**src/mss_pkg.sv**
```systemverilog
// shared types, codes and the segment decode table for the seven-segment scanner
package mss_pkg;

    localparam int DEF_MAX_DIGITS  = 8;
    localparam int DEF_DIGIT_COUNT = 4;

    localparam logic [7:0] POINT_MASK = 8'h80;

    localparam logic [2:0] FUNC_WRITE  = 3'd0;
    localparam logic [2:0] FUNC_SCAN   = 3'd1;
    localparam logic [2:0] FUNC_TOGGLE = 3'd2;
    localparam logic [2:0] FUNC_SET    = 3'd3;
    localparam logic [2:0] FUNC_CLEAR  = 3'd4;

    localparam logic [1:0] REG_DIGIT_COUNT  = 2'd0;
    localparam logic [1:0] REG_FLASH_FIRST  = 2'd1;
    localparam logic [1:0] REG_FLASH_LAST   = 2'd2;
    localparam logic [1:0] REG_FLASH_PERIOD = 2'd3;

    typedef struct packed {
        logic [2:0] func;
        logic [2:0] position;
        logic [3:0] bcd_value;
    } req_t;

    typedef struct packed {
        logic       drive_valid;
        logic [7:0] segments;
        logic [2:0] digit_select;
        logic       dot_state;
    } rsp_t;

    // segments a..g, bit 0 is a; values above nine are blank
    function automatic logic [6:0] seg_image(input logic [3:0] value);
        logic [6:0] img;
        case (value)
            4'd0:    img = 7'h3F;
            4'd1:    img = 7'h06;
            4'd2:    img = 7'h5B;
            4'd3:    img = 7'h4F;
            4'd4:    img = 7'h66;
            4'd5:    img = 7'h6D;
            4'd6:    img = 7'h7D;
            4'd7:    img = 7'h07;
            4'd8:    img = 7'h7F;
            4'd9:    img = 7'h6F;
            default: img = 7'h00;
        endcase
        return img;
    endfunction

endpackage

```
**src/multiplexed_seven_segment_scanner_top.sv**
```systemverilog
// top level of the multiplexed seven-segment scanner: request sequencing and result register
//
//  channel   direction   handshake               payload
//  req       in          req_valid / req_ready   req_data  (mss_pkg::req_t)
//  rsp       out         rsp_valid / rsp_ready   rsp_data  (mss_pkg::rsp_t)
//  cfg       in          cfg_we                  cfg_index, cfg_data
//
// one request per cycle sustained while results are taken; each result is registered by the modify stage
// the read stage reads the digit memory and moves the scan state, the modify stage writes the byte back
// and loads the result register; same-entry back-to-back requests forward inside the memory
// reset clears the digit valid bits, so every digit reads as zero with no clearing pass
// a full result register stalls the read-modify stage, which in turn drops req_ready
module multiplexed_seven_segment_scanner_top #(
    parameter int MAX_DIGITS = mss_pkg::DEF_MAX_DIGITS
) (
    input  logic          clk,
    input  logic          rst_n,
    input  logic          req_valid,
    output logic          req_ready,
    input  mss_pkg::req_t req_data,
    output logic          rsp_valid,
    input  logic          rsp_ready,
    output mss_pkg::rsp_t rsp_data,
    input  logic          cfg_we,
    input  logic [1:0]    cfg_index,
    input  logic [15:0]   cfg_data
);
    import mss_pkg::*;

    localparam int AW = (MAX_DIGITS > 1) ? $clog2(MAX_DIGITS) : 1;
    localparam int CW = $clog2(MAX_DIGITS + 1);

    logic          accept;
    logic          advance;
    logic          out_free;
    logic          tick;
    logic [CW-1:0] count;
    logic [AW-1:0] next_digit;
    logic          blank;
    logic [AW-1:0] rd_addr;
    logic [7:0]    rd_data;

    logic          s1_valid_reg;
    logic [2:0]    s1_func_reg;
    logic [AW-1:0] s1_addr_reg;
    logic [6:0]    s1_img_reg;
    logic          s1_ok_reg;
    logic          s1_blank_reg;
    logic [2:0]    s1_sel_reg;

    logic          rsp_valid_reg;
    rsp_t          rsp_data_reg;
    rsp_t          rsp_data_next;
    logic          we;
    logic [7:0]    wr_data;
    logic          req_ok;

    assign out_free  = !rsp_valid_reg || rsp_ready;
    assign advance   = s1_valid_reg && out_free;
    assign req_ready = !s1_valid_reg || out_free;
    assign accept    = req_valid && req_ready;
    assign tick      = accept && (req_data.func == FUNC_SCAN);
    assign rd_addr   = (req_data.func == FUNC_SCAN) ? next_digit : AW'(req_data.position);

    always_comb
    begin
        case (req_data.func)
            FUNC_WRITE:  req_ok = 32'(req_data.position) < 32'(count);
            FUNC_TOGGLE,
            FUNC_SET,
            FUNC_CLEAR:  req_ok = 32'(req_data.position) < MAX_DIGITS;
            default:     req_ok = 1'b0;
        endcase
    end

    mss_scan #(
        .MAX_DIGITS (MAX_DIGITS),
        .AW         (AW),
        .CW         (CW)
    ) u_scan (
        .clk        (clk),
        .rst_n      (rst_n),
        .cfg_we     (cfg_we),
        .cfg_index  (cfg_index),
        .cfg_data   (cfg_data),
        .tick       (tick),
        .count      (count),
        .next_digit (next_digit),
        .blank      (blank)
    );

    mss_store #(
        .MAX_DIGITS (MAX_DIGITS),
        .AW         (AW)
    ) u_store (
        .clk     (clk),
        .rst_n   (rst_n),
        .rd_en   (accept),
        .rd_addr (rd_addr),
        .rd_data (rd_data),
        .we      (we),
        .wr_addr (s1_addr_reg),
        .wr_data (wr_data)
    );

    always_ff @(posedge clk or negedge rst_n)
    begin
        if (!rst_n)
        begin
            s1_valid_reg <= 1'b0;
        end
        else if (accept)
        begin
            s1_valid_reg <= 1'b1;
        end
        else if (advance)
        begin
            s1_valid_reg <= 1'b0;
        end
    end

    always_ff @(posedge clk)
    begin
        if (accept)
        begin
            s1_func_reg  <= req_data.func;
            s1_addr_reg  <= rd_addr;
            s1_img_reg   <= seg_image(req_data.bcd_value);
            s1_ok_reg    <= req_ok;
            s1_blank_reg <= blank;
            s1_sel_reg   <= 3'(next_digit);
        end
    end

    // modify the byte held in the read register and build the result
    always_comb
    begin
        rsp_data_next = '0;
        we            = 1'b0;
        wr_data       = rd_data;
        case (s1_func_reg)
            FUNC_WRITE:
            begin
                wr_data = (rd_data & POINT_MASK) | {1'b0, s1_img_reg};
                we      = s1_ok_reg;
            end
            FUNC_SCAN:
            begin
                rsp_data_next.drive_valid  = 1'b1;
                rsp_data_next.segments     = s1_blank_reg ? 8'h00 : rd_data;
                rsp_data_next.digit_select = s1_sel_reg;
            end
            FUNC_TOGGLE,
            FUNC_SET,
            FUNC_CLEAR:
            begin
                if (s1_func_reg == FUNC_TOGGLE)
                begin
                    wr_data = rd_data ^ POINT_MASK;
                end
                else if (s1_func_reg == FUNC_SET)
                begin
                    wr_data = rd_data | POINT_MASK;
                end
                else
                begin
                    wr_data = rd_data & ~POINT_MASK;
                end
                we                      = s1_ok_reg;
                rsp_data_next.dot_state = s1_ok_reg && ((wr_data & POINT_MASK) != 8'h00);
            end
            default: ;
        endcase
        we = we && advance;
    end

    always_ff @(posedge clk or negedge rst_n)
    begin
        if (!rst_n)
        begin
            rsp_valid_reg <= 1'b0;
        end
        else if (advance)
        begin
            rsp_valid_reg <= 1'b1;
        end
        else if (rsp_ready)
        begin
            rsp_valid_reg <= 1'b0;
        end
    end

    always_ff @(posedge clk)
    begin
        if (advance)
        begin
            rsp_data_reg <= rsp_data_next;
        end
    end

    assign rsp_valid = rsp_valid_reg;
    assign rsp_data  = rsp_data_reg;

    a_stall_blocks_req: assert property (@(posedge clk) disable iff (!rst_n)
        (s1_valid_reg && rsp_valid && !rsp_ready) |-> !req_ready)
        else $error("request taken while the modify stage is stalled");

    a_scan_drives: assert property (@(posedge clk) disable iff (!rst_n)
        (advance && (s1_func_reg == FUNC_SCAN)) |=> (rsp_valid && rsp_data.drive_valid))
        else $error("scan request did not give a drive result");

    a_quiet_result: assert property (@(posedge clk) disable iff (!rst_n)
        (rsp_valid && !rsp_data.drive_valid) |->
        ((rsp_data.segments == 8'h00) && (rsp_data.digit_select == 3'd0)))
        else $error("non-scan result carries display fields");

    a_no_write_on_scan: assert property (@(posedge clk) disable iff (!rst_n)
        (s1_valid_reg && (s1_func_reg == FUNC_SCAN)) |-> !we)
        else $error("scan request wrote the digit memory");

endmodule

```
**src/mss_store.sv**
```systemverilog
// digit segment memory: one write port, one registered read port, valid bits
module mss_store #(
    parameter int MAX_DIGITS = mss_pkg::DEF_MAX_DIGITS,
    parameter int AW         = (MAX_DIGITS > 1) ? $clog2(MAX_DIGITS) : 1
) (
    input  logic          clk,
    input  logic          rst_n,
    input  logic          rd_en,
    input  logic [AW-1:0] rd_addr,
    output logic [7:0]    rd_data,
    input  logic          we,
    input  logic [AW-1:0] wr_addr,
    input  logic [7:0]    wr_data
);
    import mss_pkg::*;

    logic [7:0]            mem_reg [MAX_DIGITS];
    logic [MAX_DIGITS-1:0] valid_reg;
    logic [7:0]            rd_data_reg;

    always_ff @(posedge clk)
    begin
        if (we)
        begin
            mem_reg[wr_addr] <= wr_data;
        end
    end

    always_ff @(posedge clk or negedge rst_n)
    begin
        if (!rst_n)
        begin
            valid_reg <= '0;
        end
        else if (we)
        begin
            valid_reg[wr_addr] <= 1'b1;
        end
    end

    // write-first: a read of the entry written at the same edge sees the new byte
    always_ff @(posedge clk)
    begin
        if (rd_en)
        begin
            if (we && (wr_addr == rd_addr))
            begin
                rd_data_reg <= wr_data;
            end
            else if (valid_reg[rd_addr])
            begin
                rd_data_reg <= mem_reg[rd_addr];
            end
            else
            begin
                rd_data_reg <= '0;
            end
        end
    end

    assign rd_data = rd_data_reg;

endmodule

```
**src/mss_scan.sv**
```systemverilog
// configuration registers, active digit and flash counter
module mss_scan #(
    parameter int MAX_DIGITS = mss_pkg::DEF_MAX_DIGITS,
    parameter int AW         = (MAX_DIGITS > 1) ? $clog2(MAX_DIGITS) : 1,
    parameter int CW         = $clog2(MAX_DIGITS + 1)
) (
    input  logic          clk,
    input  logic          rst_n,
    input  logic          cfg_we,
    input  logic [1:0]    cfg_index,
    input  logic [15:0]   cfg_data,
    input  logic          tick,
    output logic [CW-1:0] count,
    output logic [AW-1:0] next_digit,
    output logic          blank
);
    import mss_pkg::*;

    localparam int RST_COUNT = (DEF_DIGIT_COUNT > MAX_DIGITS) ? MAX_DIGITS : DEF_DIGIT_COUNT;

    logic [3:0]    digit_count_reg;
    logic [2:0]    flash_first_reg;
    logic [2:0]    flash_last_reg;
    logic [15:0]   flash_period_reg;
    logic [15:0]   flash_cnt_reg;
    logic [15:0]   flash_cnt_next;
    logic [AW-1:0] active_reg;
    logic [AW-1:0] active_next;

    logic [CW-1:0] sum;
    logic [CW-1:0] next;
    logic [16:0]   cnt_inc;
    logic [15:0]   cnt_wrap;
    logic          in_range;

    function automatic logic [CW-1:0] eff_count(input logic [3:0] value);
        logic [CW-1:0] result;
        if (value == 4'd0)
        begin
            result = CW'(1);
        end
        else if (32'(value) > MAX_DIGITS)
        begin
            result = CW'(MAX_DIGITS);
        end
        else
        begin
            result = CW'(value);
        end
        return result;
    endfunction

    assign count = eff_count(digit_count_reg);

    always_comb
    begin
        sum      = CW'(active_reg) + CW'(1);
        next     = (sum >= count) ? '0 : sum;
        cnt_inc  = {1'b0, flash_cnt_reg} + 17'd1;
        // counter stays below the period, so one compare gives the modulo
        cnt_wrap = (cnt_inc == {1'b0, flash_period_reg}) ? 16'd0 : cnt_inc[15:0];
        if ((flash_period_reg != 16'd0) && (next == '0))
        begin
            flash_cnt_next = cnt_wrap;
        end
        else
        begin
            flash_cnt_next = flash_cnt_reg;
        end
        in_range = (32'(next) >= 32'(flash_first_reg)) && (32'(next) <= 32'(flash_last_reg));
        blank    = (flash_period_reg != 16'd0) && in_range &&
                   (flash_cnt_next > (flash_period_reg >> 1));
        active_next = AW'(next);
    end

    assign next_digit = active_next;

    always_ff @(posedge clk or negedge rst_n)
    begin
        if (!rst_n)
        begin
            digit_count_reg  <= 4'(DEF_DIGIT_COUNT);
            flash_first_reg  <= '0;
            flash_last_reg   <= '0;
            flash_period_reg <= '0;
            flash_cnt_reg    <= '0;
            active_reg       <= AW'(RST_COUNT - 1);
        end
        else if (cfg_we)
        begin
            case (cfg_index)
                REG_DIGIT_COUNT:
                begin
                    digit_count_reg <= cfg_data[3:0];
                    active_reg      <= AW'(eff_count(cfg_data[3:0]) - CW'(1));
                end
                REG_FLASH_FIRST:  flash_first_reg <= cfg_data[2:0];
                REG_FLASH_LAST:   flash_last_reg  <= cfg_data[2:0];
                REG_FLASH_PERIOD:
                begin
                    flash_period_reg <= cfg_data;
                    flash_cnt_reg    <= '0;
                end
                default: ;
            endcase
        end
        else if (tick)
        begin
            active_reg    <= active_next;
            flash_cnt_reg <= flash_cnt_next;
        end
    end

endmodule

```
**config.mk**
```make
export PLATFORM = sky130hd
export DESIGN_NAME = multiplexed_seven_segment_scanner_top
export DESIGN_NICKNAME = d
export VERILOG_FILES = /design/src/mss_pkg.sv /design/src/multiplexed_seven_segment_scanner_top.sv /design/src/mss_store.sv /design/src/mss_scan.sv
export SDC_FILE = /design/constraint.sdc
export NUM_CORES = 1
export LEC_CHECK = 0
export BUFFER_PORTS_ARGS = -buffer_cell sky130_fd_sc_hd__buf_2
export CORE_MARGIN = 3
export CORE_UTILIZATION = 57
export CTS_BUF_LIST = sky130_fd_sc_hd__clkbuf_8
export DETAILED_ROUTE_END_ITERATION = 8
export GPL_ROUTABILITY_DRIVEN = 0
export PLACE_DENSITY = 0.78
export SLEW_MARGIN = 20
export SYNTH_ARGS = -nofsm -noshare
export SYNTH_HDL_FRONTEND = slang
export SYNTH_HIERARCHICAL = 1
export SYNTH_SLANG_ARGS = --single-unit
export TNS_END_PERCENT = 5
```
**constraint.sdc**
```tcl
create_clock -name clk -period 4.1 [get_ports clk]
set_clock_uncertainty 0.2 [all_clocks]
set_input_delay 0.205 -clock clk [delete_from_list [all_inputs] [get_ports clk]]
set_output_delay 0.205 -clock clk [all_outputs]
set_load 0.005 [all_outputs]
```
# After elaboration in Yosys (flattened, before gate mapping)
# Memory sizes are Yosys's and may differ from the RTL's. A register that Yosys moved wholly into a read port is not among the register bits.
# Index checks and enable logic that the tools add are counted.
[classes]
mux = 36
n_div = 0
n_reduce_logical = 35
shifts = 0
n_mul = 0
n_eq_ne = 15
magnitude_cmp = 10
addsub = 3
bitwise_logic = 4
[op_table]
columns = ["operator", "n"]
rows = [
  ["$mux 16", 5],
  ["$mux 8", 6],
  ["$mux 3", 8],
  ["$add 16x1->17 const B", 1],
  ["$eq 17x16->1", 1],
  ["$gt 16x15->1", 1],
  ["$pmux 8 s2", 1],
  ["$reduce_bool 16->1", 1],
  ["$eq 3x2->1 const B", 4],
  ["$logic_not 4->1", 3],
  ["$mux 12", 1],
  ["$mux 4", 3],
  ["$reduce_and 2->1", 6],
  ["$logic_and 1x1->1", 11],
  ["$mux 1", 9],
  ["$gt 4x4->1 const B", 2],
  ["$lt 3x4->1 const B", 2],
  ["$or 8x7->8", 1],
  ["$or 8x8->8", 1],
  ["$eq 3x1->1 const B", 2],
  ["$eq 3x3->1 const B", 2],
  ["$logic_not 3->1", 2],
  ["$reduce_bool 2->1", 3],
  ["$reduce_or 3->1", 2],
  ["other kinds (20)", 25],
]
[totals]
out_inout_bits = 15
elab_cells = 124
register_bits = 87
input_bits = 33
mem_bits_rw = 64
n_memories = 2
rom_bits = 112
latchBits = 0
[memory_table]
columns = ["name", "words", "word_bits", "rd", "rd_clocked_by_memory_dff", "write_ports", "line", "text"]
rows = [
  ["(name not given)", 16, 7, 1, 1, 0, "mss_pkg.sv:36", "case (value)"],
  ["u_store.mem_reg", 8, 8, 1, 0, 1, "mss_store.sv:17", "logic [7:0] mem_reg [MAX_DIGITS];"],
]

# Logic depth before layout (Yosys ltp)
[depth]
depth_word = 10
ltp_mapped = 22
ltp_nobuf = 21

# By module
# The synthesis kept the hierarchy.
[by_module_without_submodules]
columns = ["mod", "seq_area_each_um2", "instances", "area_per_inst_um2", "cells_each"]
rows = [
  ["mss_scan", 1129.8, 1, 3638.5, 407],
  ["mss_store", 2362.3, 1, 3141.8, 159],
  ["multiplexed_seven_segment_scanner_top", 980.9, 1, 1601.5, 115],
]

# Least setup slack after synthesis
# No wires, ideal clock.
[synth_path]
path_kind = "reg-to-reg"
from = "register u_scan.digit_count_reg[2]"
to = "register s1_blank_reg, data pin"
n_path_buf = 1
arrival_ns = 3.434
path_stages_with_launch = 21
t_required_ns = 3.646
synth_period_minus_slack_ns = 3.888
setup_time_ns = 0.254
setup_slack_ns = 0.212
cell_sequence = "dfstp_2 nor2_1 nor2_1 nor2_1 ha_1 nand2b_1 a21o_1 a21o_1 a21oi_1 a21oi_1 o21a_1 buf_4 a22o_1 ha_1 a21o_1 a21o_1 a21oi_1 o21ai_0 a21oi_1 o22ai_1 o21a_1"
[synth_between]
elab_chain_cells = 10
word_cells_on_any_way = 15
classes_between = "order compare (5); mux (4); reduce/logical (6)"
[synth_rtl]
columns = ["item", "line", "text"]
rows = [
  ["start: declaration", "mss_scan.sv:21", "logic [3:0] digit_count_reg;"],
  ["start signal: assignment", "mss_scan.sv:82", "digit_count_reg <= 4'(DEF_DIGIT_COUNT);"],
  ["start signal: assignment", "mss_scan.sv:94", "digit_count_reg <= cfg_data[3:0];"],
  ["$gt 4x4->1", "mss_scan.sv:42", "else if (32'(value) > MAX_DIGITS)"],
  ["$mux 4", "mss_scan.sv:42", ""],
  ["$mux 4 (*)", "mss_scan.sv:38", "if (value == 4'd0)"],
  ["net count[0]", "multiplexed_seven_segment_scanner_top.sv:37", "logic [CW-1:0] count;"],
  ["$ge 4x4->1 (*)", "mss_scan.sv:58", "next = (sum >= count) ? '0 : sum;"],
  ["$mux 4 (*)", "mss_scan.sv:58", ""],
  ["$logic_not 4->1", "mss_scan.sv:62", "if ((flash_period_reg != 16'd0) && (next == '0))"],
  ["$logic_and 1x1->1", "mss_scan.sv:62", ""],
  ["$mux 16", "mss_scan.sv:62", ""],
  ["$gt 16x15->1", "mss_scan.sv:72", "(flash_cnt_next > (flash_period_reg >> 1));"],
  ["$logic_and 1x1->1 (*)", "mss_scan.sv:71", "blank = (flash_period_reg != 16'd0) && in_range &&"],
  ["net blank", "multiplexed_seven_segment_scanner_top.sv:39", "logic blank;"],
  ["end signal: assignment", "multiplexed_seven_segment_scanner_top.sv:130", "s1_blank_reg <= blank;"],
  ["end: declaration", "multiplexed_seven_segment_scanner_top.sv:48", "logic s1_blank_reg;"],
]
# The timed path passes the listed nets; every way through them passes the cells marked *.
# A chain may end at the register's enable or synchronous reset.

# Final worst setup path
[layout_path]
from = "register u_scan.flash_cnt_reg[13]"
to = "register s1_blank_reg, data pin"
[layout_between]
elab_chain_cells = 6
[layout_rtl]
columns = ["item", "line", "text"]
rows = [
  ["start: declaration", "mss_scan.sv:25", "logic [15:0] flash_cnt_reg;"],
  ["start signal: assignment", "mss_scan.sv:110", "flash_cnt_reg <= flash_cnt_next;"],
  ["$add 16x1->17", "mss_scan.sv:59", "cnt_inc = {1'b0, flash_cnt_reg} + 17'd1;"],
  ["$eq 17x16->1", "mss_scan.sv:61", "cnt_wrap = (cnt_inc == {1'b0, flash_period_reg}) ? 16'd0 : cnt_inc[15:0];"],
  ["$mux 16", "mss_scan.sv:61", ""],
  ["$mux 16 (*)", "mss_scan.sv:62", ""],
  ["$gt 16x15->1 (*)", "mss_scan.sv:72", ""],
  ["$logic_and 1x1->1 (*)", "mss_scan.sv:71", ""],
  ["net blank", "multiplexed_seven_segment_scanner_top.sv:39", ""],
]
# Marks and branches as above.

==> metrics.yaml <==
outcome: "finished, violations left"
violations: "hold timing, setup timing"
synthSimpleGateAreaFrac: 0.136
num_io_pins: 48
comb_power_share: 0.303
drc: 0
first_pass_iters: 5
end_kind: "flop"
grt_pass1_vias: 6182
fin_nets: 876
dieHeight_um: 127
ys.flop_type: "edfxtp_1"
row_count: 43
synthCells: 681
grt_max_degree: 56
drive_gt1_frac: 0.311
synth.cell_area_um2: 8380
hold_viol_final: 1
largest_register_ffs: 64
cts_sinks: 158
clockPowerShare: 0.242
root_buffer: "clkbuf_8"
hpwl_um: 13200
power.density_nw_per_um2: 439
hold_class: "input port to flop"
p_int_mw: 2.99
avgSynthCellArea_um2: 12.3
p_switching_mw: 1.41
wire_per_inst_um: 19.7
start_util: 0.592
vdd_drop_max_v: 0.000294
p_leak_nw: 4.15
drtIter0Drc: 549
worstPathMaxFanout: 7
coreArea_um2: 14100
die-area_um2: 16200
clock_latency_ps: 450
synth_top_family_by_area: "simple AND/OR/NAND/NOR gates"
critPathKind: "flop to flop"
n_antenna_cell: 0
power.total_mw: 4.40
synthAdderAreaFrac: 0.0537
slew_viol_final: 0
cts.clk_slew.worst_paths_ps: 80
swShare: 0.320
synth-edff-count: 103
syn_nets: 750
antenna_found_initial: 0
crit_required_ps: 4100
wirelength_um: 19700
arrival_ps: 4270
ys_ff_latch: 158
place_ws_ps: -82.2
cap_viol_max_count: 0
synth.distinct_cells: 69
finalHoldWorstSlack_ps: -7.35
ys_warn_count: 6
layout_setup_ws_ps: -169
cts_buffers: 17
critPathLaunchType: "flop"
synth_compound_area_frac: 0.102
numPortBuffers: 47
async_flop_share: 0.348
finalCritPeriodShare: 1.04
clockBufferDepth: 2
timing.fmax_mhz: 234
yosysSeqAreaShare: 0.534
vias: 6164
tightest_slew_ps: 1210
setup_viol: 1
gr-total-overflow: 0
cts_tree: "built"
vias_per_cell: 6.16
htree_levels: 4
slew_headroom: 0.192
ant_nets: 0
period_needed_ps: 4270
die_x_um: 127
seqPwrFrac: 0.455
fin_tns_setup_ps: -169
muxShareOfSynthArea: 0.110
grt_pass1_wl_um: 30500
rsz0062_at_grt: "true"
gr-usage-all-layers: 0.240
area_delta_synth_final_pct: 19.7
synthXorXnorAreaFrac: 0.0282
-- path summary, 6_finish.rpt --
| path | start | end | cells past startpoint | slack, ps |
|---|---|---|---|---|
| min in group asynchronous | rst_n | u_scan/flash_first_reg[2] | 3 | 220 |
| min reg2reg | u_store/valid_reg[5] | u_store/valid_reg[5] | 1 | 270 |
| max reg2reg | u_scan/flash_cnt_reg[13] | s1_blank_reg | 17 | -170 |
| max in group asynchronous | rst_n | u_scan/flash_cnt_reg[0] | 3 | 2980 |
| min | cfg_index[1] | u_scan/digit_count_reg[3] | 3 | -7 |
| max | u_scan/flash_cnt_reg[13] | s1_blank_reg | 17 | -170 |
-- metrics by stage --
stage	instances	hold WS, ps	util	instance area (um2)
2_1_floorplan	681	-291	-	8380
3_3_place_gp	922	172	0.638	9020
3_5_place_dp	922	176	0.638	9020
4_1_cts	985	13.2	0.688	9740
5_1_grt	1000	15.5	0.709	10000
6_report	1000	-7.35	0.709	10000
-- Yosys cell counts (3+ instances only) --
cell type,count,area (um2)
edfxtp_1,103,3090
dfrtp_1,52,1300
inv_1,39,146
ha_1,36,450
mux2_2,36,405
nand2_1,34,128
nor2_1,34,128
o21ai_0,30,150
a21oi_1,20,100
mux4_2,17,383
xnor2_1,16,140
nand2b_1,15,93.8
a21o_1,14,105
clkbuf_1,13,48.8
mux2i_1,13,130
nand3_1,13,65.1
a22o_1,12,105
and2_2,11,82.6
nor2b_1,11,68.8
xor2_1,11,96.3
and3_1,10,62.6
o21ai_1,10,50.1
and2_1,9,56.3
buf_2,9,45.0
nor4_1,9,56.3
o22ai_1,8,50.1
or2_2,8,50.1
buf_4,6,45.0
nand4_1,6,37.5
nor3_1,5,25.0
or3_1,5,31.3
a211o_1,4,35.0
a2111oi_0,3,26.3
a211oi_1,3,22.5
a31oi_1,3,18.8
and4_1,3,26.3
dfstp_2,3,78.8
nand3b_1,3,22.5
o21a_1,3,22.5
o21bai_1,3,22.5
o221ai_1,3,26.3
-- layer usage --
| layer | up-vias | global-route usage | routed length (um) |
|---|---|---|---|
| li1 | 2795 | - | - |
| met1 | 3024 | 0.285 | 7820 |
| met2 | 278 | 0.419 | 10000 |
| met3 | 67 | 0.0560 | 1130 |
| met4 | 0 | 0.105 | 754 |
| met5 | - | 0 | 0 |
-- worst max-delay path, stage by stage (launching register included) --
cell and delay, ps:
dfrtp_2 430, nand3_1 150, buf_4 180, o311ai_0 410
o21ai_0 230, o2111ai_2 420, buf_4 190, o21ai_4 60
or3_1 400, o21ai_1 100, ha_1 260, a21o_1 160
a21o_1 170, a21oi_1 130, o21ai_1 90, a21oi_1 150
o22ai_1 100, o21a_1 200
-- power by group through the flow --
stage	sequential (mW)	combinational [mW]	clock [mW]
2_1_floorplan	1.99	0.777	0
5_1_grt	2.02	1.45	1.16
6_report	2.00	1.33	1.07
3_5_place_dp	2.03	1.13	0
3_3_place_gp	2.02	1.07	0
4_1_cts	1.99	1.17	1.09
-- cell families after synthesis --
group,after synthesis
XOR/XNOR,27
AND/OR/NAND/NOR,196
AO/OA/AOI/OAI,129
buffers and inverters,69
flip-flops,158
adder cells (fa/ha/maj),36
multiplexers,66
-- layout make-up --
cell class	instances	area, um2
flip-flops and latches	158	4480
fillers	927	4120
multi-input cells	454	3810
repair buffers	137	1010
clock buffers	18	248
well taps	180	225
inverters	39	146
clock inverters	14	119
-- cells in the final DEF (no fill, tap or decap), types with 9 or more instances in the layout --
cell and n:
a21o_1 13, a21oi_1 16, a22o_1 12, and2_1 9
and2_2 11, and3_1 9, buf_2 47, buf_4 57
clkbuf_8 18, dfrtp_1 49, dlygate4sd3_1 28, edfxtp_1 103
ha_1 34, inv_1 41, mux2_2 36, mux2i_1 13
mux4_2 17, nand2_1 34, nand2b_1 15, nand3_1 11
nor2_1 32, nor2b_1 10, o21ai_0 26, o21ai_1 14
xnor2_1 15, xor2_1 11
-- repair_timing --
action	4_1_cts	5_1_grt
resized for setup	8	41
endpoints found under the setup margin	1	9
hold endpoints to repair	94	0
hold buffers	28	0
pin swaps	2	24
buffers inserted	3	16
No activity file was read; power rests on OpenSTA's default activity.
